File: src/hdl/bbr_div.sv
// ---------------------------------------------------------------------------
// bbr_div: iterative restoring divider for the three channel sums
// Divides three sums by one shared divisor, one quotient bit per cycle.
// ---------------------------------------------------------------------------
module bbr_div #(
    parameter int SW = 20,
    parameter int DW = 12
) (
    input  logic          aclk,
    input  logic          aresetn,
    input  logic          start,
    input  logic [SW-1:0] num_r,
    input  logic [SW-1:0] num_g,
    input  logic [SW-1:0] num_b,
    input  logic [DW-1:0] divisor,
    output logic          done,
    output logic [7:0]    q_r,
    output logic [7:0]    q_g,
    output logic [7:0]    q_b
);

    localparam int CW = $clog2(SW + 1);

    logic [SW-1:0] nr_reg, ng_reg, nb_reg;
    logic [SW:0]   rr_reg, rg_reg, rb_reg;
    logic [DW-1:0] d_reg;
    logic [CW-1:0] cnt_reg;
    logic          busy_reg;
    logic [SW:0]   tr, tg, tb;

    assign tr = {rr_reg[SW-1:0], nr_reg[SW-1]};
    assign tg = {rg_reg[SW-1:0], ng_reg[SW-1]};
    assign tb = {rb_reg[SW-1:0], nb_reg[SW-1]};
    assign done = busy_reg && (cnt_reg == '0);
    assign q_r = nr_reg[7:0];
    assign q_g = ng_reg[7:0];
    assign q_b = nb_reg[7:0];

    always_ff @(posedge aclk) begin
        if (!aresetn) begin
            busy_reg <= 1'b0;
            cnt_reg  <= '0;
        end else if (start) begin
            busy_reg <= 1'b1;
            cnt_reg  <= CW'(SW);
            nr_reg <= num_r; ng_reg <= num_g; nb_reg <= num_b;
            rr_reg <= '0; rg_reg <= '0; rb_reg <= '0;
            d_reg  <= divisor;
        end else if (busy_reg) begin
            if (cnt_reg == '0) begin
                busy_reg <= 1'b0;
            end else begin
                cnt_reg <= cnt_reg - 1'b1;
                if (tr >= (SW+1)'(d_reg)) begin
                    rr_reg <= tr - (SW+1)'(d_reg);
                    nr_reg <= {nr_reg[SW-2:0], 1'b1};
                end else begin
                    rr_reg <= tr;
                    nr_reg <= {nr_reg[SW-2:0], 1'b0};
                end
                if (tg >= (SW+1)'(d_reg)) begin
                    rg_reg <= tg - (SW+1)'(d_reg);
                    ng_reg <= {ng_reg[SW-2:0], 1'b1};
                end else begin
                    rg_reg <= tg;
                    ng_reg <= {ng_reg[SW-2:0], 1'b0};
                end
                if (tb >= (SW+1)'(d_reg)) begin
                    rb_reg <= tb - (SW+1)'(d_reg);
                    nb_reg <= {nb_reg[SW-2:0], 1'b1};
                end else begin
                    rb_reg <= tb;
                    nb_reg <= {nb_reg[SW-2:0], 1'b0};
                end
            end
        end
    end

endmodule

File: config.mk
export PLATFORM = sky130hd
export DESIGN_NAME = bbr_div
export DESIGN_NICKNAME = d
export VERILOG_FILES = /design/src/hdl/bbr_div.sv
export SDC_FILE = /design/constraint.sdc
export NUM_CORES = 1
export LEC_CHECK = 0
export BUFFER_PORTS_ARGS = -buffer_cell sky130_fd_sc_hd__buf_4
export CORE_ASPECT_RATIO = 0.5
export CORE_MARGIN = 2
export CORE_UTILIZATION = 55
export DETAILED_ROUTE_END_ITERATION = 6
export PLACE_DENSITY = 0.75
export SLEW_MARGIN = 20
export SYNTH_ARGS = -nofsm -noshare
export SYNTH_HDL_FRONTEND = slang
export SYNTH_SLANG_ARGS = --single-unit
File: constraint.sdc
create_clock -name aclk -period 9 [get_ports aclk]
set_input_delay 2.25 -clock aclk [delete_from_list [all_inputs] [get_ports aclk]]
set_output_delay 2.25 -clock aclk [all_outputs]
set_load 0.02 [all_outputs]
# Word-level counts from Yosys, hierarchy flattened

Index checks and enable logic that the tools add are counted.

Add/sub/neg operators: 4
Multiply operators: 0
Divide/modulo/power cells: 0
Order comparisons: 3
Eq/ne operators: 1
Shift operators: 0
Muxes and demuxes: 27
Bitwise operators: 2
Reduce and logical (&&, ||, !) cells: 8

Operators with widths:

| operator                                          | count |
|---|---|
| 2-to-1 mux 20 bit                                 | 18 |
| >= comparator 21 x 12 -> 1 bit                    | 3 |
| subtractor 20 x 12 -> 20 bit                      | 3 |
| 2-to-1 mux 5 bit                                  | 3 |
| 2-to-1 mux 1 bit                                  | 6 |
| AND reduction 2 bit                               | 3 |
| zero test 5 bit                                   | 1 |
| subtractor 5 x 1 -> 5 bit (second input constant) | 1 |
| AND reduction 3 bit                               | 1 |
| != test 2 bit (second input constant)             | 1 |
| inverter 1 bit                                    | 2 |
| nonzero test 2 bit                                | 1 |
| OR reduction 2 bit                                | 1 |
| logical AND 1 bit                                 | 1 |

Register bits: 138
Bits in latches: 0
RAM bits: 0
Bits in read-only memories: 0
Word-level logic and storage cells: 55
Memories: 0

# Longest topological paths before layout

Gate-level depths: netlist (run 1).

Depth in word-level cells: 5
Mapped depth: 10
Mapped depth without buffers: 10

# Worst setup path before layout (run 1)

No wires, ideal clock.

Kind: input to register
From: input port start
To: register nb_reg[0], enable pin
Setup time: 0.489 ns
Data arrival time: 5.724 ns
Path slack: 2.787 ns
Cell stages on the path: 4
Buffers on the path: 3
Cell sequence: clkbuf_1 clkbuf_1 buf_1 o21a_1

Word-level cells in the longest chain between the ends: 2
Elaborated cells on any way between the ends: 3

RTL lines:

| item                                                                 | line | text |
|---|---|---|
| from (decl)                                                          | 11   | `input logic start,` |
| != test 2 bit (no line) / nonzero test 2 bit (equally long branches) | -    |  |
| AND reduction 3 bit (no line) *                                      | -    |  |
| to (signal assigned)                                                 | 46   | `nr_reg <= num_r; ng_reg <= num_g; nb_reg <= num_b;` |
| to (signal assigned)                                                 | 70   | `nb_reg <= {nb_reg[SW-2:0], 1'b1};` |
| to (signal assigned)                                                 | 73   | `nb_reg <= {nb_reg[SW-2:0], 1'b0};` |
| to (decl)                                                            | 24   | `logic [SW-1:0] nr_reg, ng_reg, nb_reg;` |

Every way passes the cells marked *; elsewhere a longest branch is shown, timed or not.
A chain may end at the register's enable or synchronous reset.

# Worst setup path in the final report (run 1)

From: input port start
To: register rb_reg[11], enable pin

Word-level cells in the longest chain between the ends: 2
Elaborated cells on any way between the ends: 3

RTL lines:

| item                                                                 | line | text |
|---|---|---|
| != test 2 bit (no line) / nonzero test 2 bit (equally long branches) | -    |  |
| AND reduction 3 bit (no line) *                                      | -    |  |
| to (signal assigned)                                                 | 69   | `rb_reg <= tb - (SW+1)'(d_reg);` |
| to (signal assigned)                                                 | 72   | `rb_reg <= tb;` |
| to (decl)                                                            | 25   | `logic [SW:0] rr_reg, rg_reg, rb_reg;` |

Marks and branches as above.

==> results of run 1 <==
-- routing by layer --
layer,wire (µm),GRT usage (%),up-vias
li1,-,-,2823
met1,8291,31.43,2844
met2,7879,35.12,170
met3,1037,5.766,24
met4,299,7.920,0
met5,0,0,-
-- worst register-to-register path, cell delays in order, from the launching register on --
cell      delay, ns
edfxtp_1       0.53
inv_1          0.18
ha_1           0.31
nor2b_1        0.16
o2111a_1       0.29
o31ai_1        0.56
and2_1         0.28
nand3_2        0.46
mux2i_1        0.38
nor2_1         0.07
-- layout by cell type, fill, tap and decap left out, types with 5 or more instances in the layout --
cell type	n
a21o_1	11
o21a_1	10
nand3_1	10
nor3_1	20
a211oi_1	13
o21ai_0	15
ha_1	38
mux2_2	60
clkbuf_16	17
or4_1	5
edfxtp_1	132
o31ai_1	6
o211ai_1	8
inv_1	24
nor4_1	8
a21oi_1	40
xor2_1	16
xnor2_1	23
nand2b_1	8
buf_4	101
and2_1	6
nand4_1	8
mux2i_1	18
dfxtp_1	6
nor2b_1	15
nand2_1	44
nor2_1	70
-- worst min-delay path by stage --
stage	from	end	slack [ns]	depth (start not counted)
after detailed placement	cnt_reg[1]	cnt_reg[1]	0.50	2
after global routing	nr_reg[13]	nr_reg[14]	0.56	1
after CTS	cnt_reg[1]	cnt_reg[1]	0.51	2
after global placement	cnt_reg[1]	cnt_reg[1]	0.49	2
final	cnt_reg[1]	cnt_reg[1]	0.51	2
after floorplan	cnt_reg[1]	cnt_reg[1]	0.48	2
-- cell usage after synthesis, drive strengths merged, types with 11 or more instances --
cell    count  share of area, %
o21ai      19               1.2
a211oi     13               1.2
xnor2      23               2.5
nor2       70               3.2
buf        36               2.8
mux2       64               8.8
xor2       16               1.7
nor3       20               1.2
nand2      44               2.0
inv        24               1.1
ha         38               5.8
clkbuf     11              0.50
a21o       11               1.0
edfxtp    132                48
a21oi      40               2.4
mux2i      18               2.2
nand3      11              0.73
nor2b      15               1.1
o21a       11               1.0
-- power groups by stage --
| stage | Sequential [W] | Clock (W) | Combinational, W |
|---|---|---|---|
| 2_1_floorplan | 0.000807 | 0 | 0.000291 |
| 4_1_cts | 0.000802 | 0.000755 | 0.000378 |
| 3_3_place_gp | 0.000813 | 0 | 0.000364 |
| 5_1_grt | 0.000808 | 0.000781 | 0.000424 |
| 6_report | 0.000802 | 0.000748 | 0.000380 |
| 3_5_place_dp | 0.000814 | 0 | 0.000374 |
-- logic make-up (layout without fill, tap and decap cells) --
group                      Yosys count  after routing  share of synthesized area, %
adders and majority gates           41             41                         6.528
and+or+nand+nor                    215            215                         13.00
AOI/OAI and AO/OA                  133            133                         11.12
buffers and inverters               71            157                         4.423
DFF                                138            138                         49.79
xor gates and xnor gates            39             39                         4.164
muxes                               82             82                         10.98
-- metrics by stage --
step	std cells	util (%)
floorplan	719	-
global placement	971	61.65
detailed placement	971	61.65
CTS	1002	65.92
global route	1003	66.00
finish	1003	66.00
-- cell type report --
| type | count | area [µm²] | share of cell area (%) |
|---|---|---|---|
| Sequential cell | 138 | 4084 | 42.66 |
| Multi-Input combinational cell | 510 | 3764 | 39.31 |
| Timing Repair Buffer | 102 | 769.5 | 8.037 |
| Clock buffer | 17 | 425.4 | 4.443 |
| Tap cell | 198 | 247.7 | 2.588 |
| Clock inverter | 14 | 193.9 | 2.026 |
| Inverter | 24 | 90.09 | 0.9409 |
==> flow_metrics.env, run 1 <==
export IMPL_p_leak_nw=3.771
export IMPL_root_buffer="clkbuf_16"
export IMPL_clock_path_buffers=2
export IMPL_hp_class="reg2reg"
export IMPL_worstPathMaxFanout=77
export IMPL_maxSlewViolCount=0
export IMPL_grt_start_max_net_pins=78
export IMPL_cp_endpoint="rb_reg[11]"
export IMPL_path_depth=3
export IMPL_timing_fmax_ghz=0.2303
export IMPL_finalCriticalPeriod_ns=4.343
export IMPL_total_power_w=0.001931
export IMPL_critPathArrivalTime_ns=4.38
export IMPL_synthCells=719
export IMPL_ctsResizeCount=0
export IMPL_ys_warn_count=0
export IMPL_synth_seq_area_share_pct=49.79
export IMPL_final_area_um2=9574
export IMPL_crit_path_start_kind="input port"
export IMPL_gr_total_overflow=0
export IMPL_place_hpwl_um=11860
export IMPL_dpl_cell_area_um2=8944
export IMPL_io_buffer_count=99
export IMPL_drtIter0Drc=428
export IMPL_worst_slack_ns=4.657
export IMPL_rsz0062_at_grt="no"
export IMPL_syn_area_per_cell_um2=11.41
export IMPL_path_class="in2reg"
export IMPL_die_y_um=90.36
export IMPL_worstSkewPairLatency_ns=0.42
export IMPL_fin_crit_sh_pct=48.25
export IMPL_clock_sinks=138
export IMPL_slowest_stage="buf_4"
export IMPL_reg2reg_slack_ns=5.48
export IMPL_cap_violations=0
export IMPL_path_cells="buf_4 -> o21a_4 -> buf_4"
export IMPL_wire_per_inst_um=17.45
export IMPL_core_um2=14510
export IMPL_cts_hold_buffers=0
export IMPL_layout_nets=909
export IMPL_skew_ns=0.007678
export IMPL_critPathBufInv=2
export IMPL_pre_cts_slack_ns=4.209
export IMPL_ir_drop_mv=0.1191
export IMPL_routed_wirelength_um=17510
export IMPL_synth_distinct_cells=61
export IMPL_reg2reg_from="d_reg[1]"
export IMPL_syn_to_final_growth_pct=16.72
export IMPL_fillers=1117
export IMPL_r2r_end="rb_reg[8]"
export IMPL_avgViaCountPerCell=5.843
export IMPL_n_antenna_cell=0
export IMPL_initial_core_util_pct=56.55
export IMPL_cp_required_ns=9.03
export IMPL_ys_ff_latch=138
export IMPL_die_area_um2=15970
export IMPL_critPathTopFamily="buffers and inverters"
export IMPL_slew_headroom_pct=26.31
export IMPL_hold_viol_final=0
export IMPL_combPwrFrac_pct=19.7
export IMPL_chipWidth_um=176.7
export IMPL_setup_viol=0
export IMPL_status="finished clean"
export IMPL_seqPwrFrac_pct=41.6
export IMPL_worstMarginPinSlew_ns=1.098
export IMPL_rows=31
export IMPL_ys_flop_type="edfxtp_1"
export IMPL_swShare_pct=27.01
export IMPL_grt_pass1_wl_um=28760
export IMPL_dr_pass1_iters=5
export IMPL_clkSlewWorstSetupHoldPaths_ns=0.06
export IMPL_cpPeakStageDelay_ns=0.85
export IMPL_ant_nets=0
export IMPL_power_per_cell_area_nw_per_um2=201.6
export IMPL_clkPwrFrac_pct=38.8
export IMPL_power_net_switching_w=0.0005214
export IMPL_dr_total_vias=5861
export IMPL_drive_gt1_share_pct=24.97
export IMPL_tritoncts="built"
export IMPL_io_pins=100
export IMPL_post_cts_buffers=0
export IMPL_internal_power_w=0.001409
export IMPL_setup_tns_ns=0
export IMPL_r2r_cells=9
export IMPL_grt_pass1_vias=5784
export IMPL_synth_async_reset_ratio_pct=0
export IMPL_synth_edff_count=132
export IMPL_cts_buffers=17
export IMPL_synth_nets=835
export IMPL_grt_usage_pct=22.79
export IMPL_antenna_found_initial=0
export IMPL_endpoint_kind="flip-flop"
export IMPL_cpMostUsedCell="buf_4"
export IMPL_drc=0
export IMPL_synthesis_area_um2=8203
export IMPL_htree_levels=4
export IMPL_startpoint="start"
export IMPL_place_gp_congestion=0.8384
export IMPL_holdWs_ns=0.5109
Power figures use the tool's default switching activity.
==> run 2: changes to the inputs <==
CORE_UTILIZATION = 53   (was 55)
PLACE_DENSITY = 0.76   (was 0.75)
clock period = 3.8 ns   (was 9 ns; I/O delays follow)
==> run 2 against run 1 <==
Against the previous run:
- via count fell by 1.6%
- critical path depth up 5
- power is 130% higher
- cell area fell by 0.10%
- non-clock buffer count rose by 3
- clock-buffer cell count is 1 higher
- largest cell class unchanged
- wire length is 1.6% lower
- combinational power is 140% higher
- worst setup slack worse by 4.1 ns
==> flow_metrics.env, run 2 (synthesis gave the netlist of run 1 again) <==
export IMPL_place_hpwl_um=12070
export IMPL_antenna_found_initial=0
export IMPL_min_path_cells=2
export IMPL_chipWidth_um=179.9
export IMPL_drtIter0Drc=347
export IMPL_clock_sinks=138
export IMPL_setup_viol=0
export IMPL_drc=0
export IMPL_hold_start="cnt_reg[1]"
export IMPL_core_um2=15250
export IMPL_grt_pass1_wl_um=28320
export IMPL_finalCriticalPeriod_ns=3.275
export IMPL_clkPwrFrac_pct=36.2
export IMPL_rows=32
export IMPL_io_buffer_count=99
export IMPL_ctsResizeCount=0
export IMPL_place_gp_congestion=0.8528
export IMPL_r2r_cells=8
export IMPL_setup_tns_ns=0
export IMPL_swShare_pct=29.23
export IMPL_fin_crit_sh_pct=86.19
export IMPL_fillers=1173
export IMPL_cp_required_ns=3.97
export IMPL_cts_buffers=17
export IMPL_initial_core_util_pct=53.77
export IMPL_avgViaCountPerCell=5.693
export IMPL_hold_viol_final=0
export IMPL_skew_ns=0.01341
export IMPL_wire_per_inst_um=17.00
export IMPL_n_antenna_cell=0
export IMPL_layout_nets=912
export IMPL_grt_usage_pct=21.40
export IMPL_grt_pass1_vias=5662
export IMPL_cts_hold_buffers=0
export IMPL_htree_levels=4
export IMPL_post_cts_buffers=0
export IMPL_rsz0062_at_grt="no"
export IMPL_final_cell_mix="132 x edfxtp_1, 103 x buf_4, 70 x nor2_1, 60 x mux2_2, 44 x nand2_1"
export IMPL_crit_path_start_kind="flip-flop"
export IMPL_dr_pass1_iters=5
export IMPL_path_class="reg2reg"
export IMPL_clock_path_buffers=2
export IMPL_status="finished clean"
export IMPL_tritoncts="built"
export IMPL_grt_start_max_net_pins=71
export IMPL_die_area_um2=16550
export IMPL_hold_end="cnt_reg[1]"
export IMPL_power_per_cell_area_nw_per_um2=458.9
export IMPL_hp_class="reg2reg"
export IMPL_slew_headroom_pct=29.27
export IMPL_io_pins=100
export IMPL_endpoint_kind="flip-flop"
export IMPL_worstSkewPairLatency_ns=0.42
export IMPL_r2r_end="nb_reg[0]"
export IMPL_gr_usage_met2_pct=32.63
export IMPL_grtUsageMet1_pct=30.18
export IMPL_use_met3_pct=5.759
export IMPL_dpl_cell_area_um2=9006
export IMPL_cap_violations=0
export IMPL_timing_fmax_ghz=0.3053
export IMPL_syn_to_final_growth_pct=16.60
export IMPL_clkSlewWorstSetupHoldPaths_ns=0.07
export IMPL_drive_gt1_share_pct=25.34
export IMPL_combPwrFrac_pct=20.6
export IMPL_die_y_um=91.97
export IMPL_gr_max_usage_layer="met2"
export IMPL_dr_total_vias=5767
export IMPL_ir_drop_mv=0.2751
export IMPL_internal_power_w=0.003106
export IMPL_reg2reg_slack_ns=0.52
export IMPL_routed_wirelength_um=17220
export IMPL_gr_total_overflow=0
export IMPL_worstMarginPinSlew_ns=1.054
export IMPL_root_buffer="clkbuf_16"
export IMPL_final_area_um2=9564
export IMPL_power_net_switching_w=0.001283
export IMPL_mostFrequentLayoutCell="edfxtp_1"
export IMPL_worstPathMaxFanout=17
export IMPL_critPathArrivalTime_ns=3.44
export IMPL_p_leak_nw=3.757
export IMPL_maxSlewViolCount=0
export IMPL_holdWs_ns=0.5168
export IMPL_reg2reg_from="d_reg[1]"
export IMPL_seqPwrFrac_pct=43.2
export IMPL_ant_nets=0
==> run 2: worst max-delay path: stages, from the launching register on <==
cell and delay, ns:
edfxtp_1 0.50, inv_1 0.18, ha_1 0.26, nor2b_1 0.16
o2111a_1 0.27, o31ai_1 0.52, and2_1 0.29, nand3_2 0.42
mux2_2 0.44
==> run 2: power by group through the flow <==
stage	registers, W	clock network [W]	logic, W
finish	0.00190	0.00159	0.000903
global route	0.00191	0.00167	0.00100
CTS	0.00190	0.00160	0.000899
detailed placement	0.00193	0	0.000892
global placement	0.00192	0	0.000869
floorplan	0.00191	0	0.000689
==> run 2: metrics by stage <==
step	total power, W	std cells	utilization (%)	worst slack, ns
2_1_floorplan	0.002595	719	-	0.1112
3_3_place_gp	0.002794	981	59.04	0.6713
3_5_place_dp	0.002819	981	59.04	0.5490
4_1_cts	0.004398	1013	62.70	0.5149
5_1_grt	0.004586	1013	62.70	0.2889
6_report	0.004389	1013	62.70	0.5246
==> run 2: final cells by class <==
type,instances,area [µm²],share of cell area (%)
Sequential cell,138,4084,42.70
Clock buffer,18,429.2,4.487
Inverter,24,90.09,0.9419
Clock inverter,14,128.9,1.347
Timing Repair Buffer,105,813.3,8.503
Multi-Input combinational cell,510,3764,39.35
Tap cell,204,255.2,2.669
==> run 2: worst max path at each step <==
| stage | depth (start not counted) | from | to | slack [ns] |
|---|---|---|---|---|
| 2_1_floorplan | 4 | start | nb_reg[0] | 0.11 |
| 3_3_place_gp | 8 | d_reg[1] | nb_reg[0] | 0.67 |
| 3_5_place_dp | 8 | d_reg[1] | nb_reg[0] | 0.55 |
| 4_1_cts | 8 | d_reg[1] | nb_reg[0] | 0.51 |
| 5_1_grt | 9 | d_reg[1] | rr_reg[11] | 0.29 |
| 6_report | 8 | d_reg[1] | nb_reg[0] | 0.52 |
==> run 2: layer usage <==
layer	vias up	part of all wire [%]
li1	2819	-
met1	2761	49
met2	166	44
met3	21	6.5
met4	0	1.1
met5	-	0
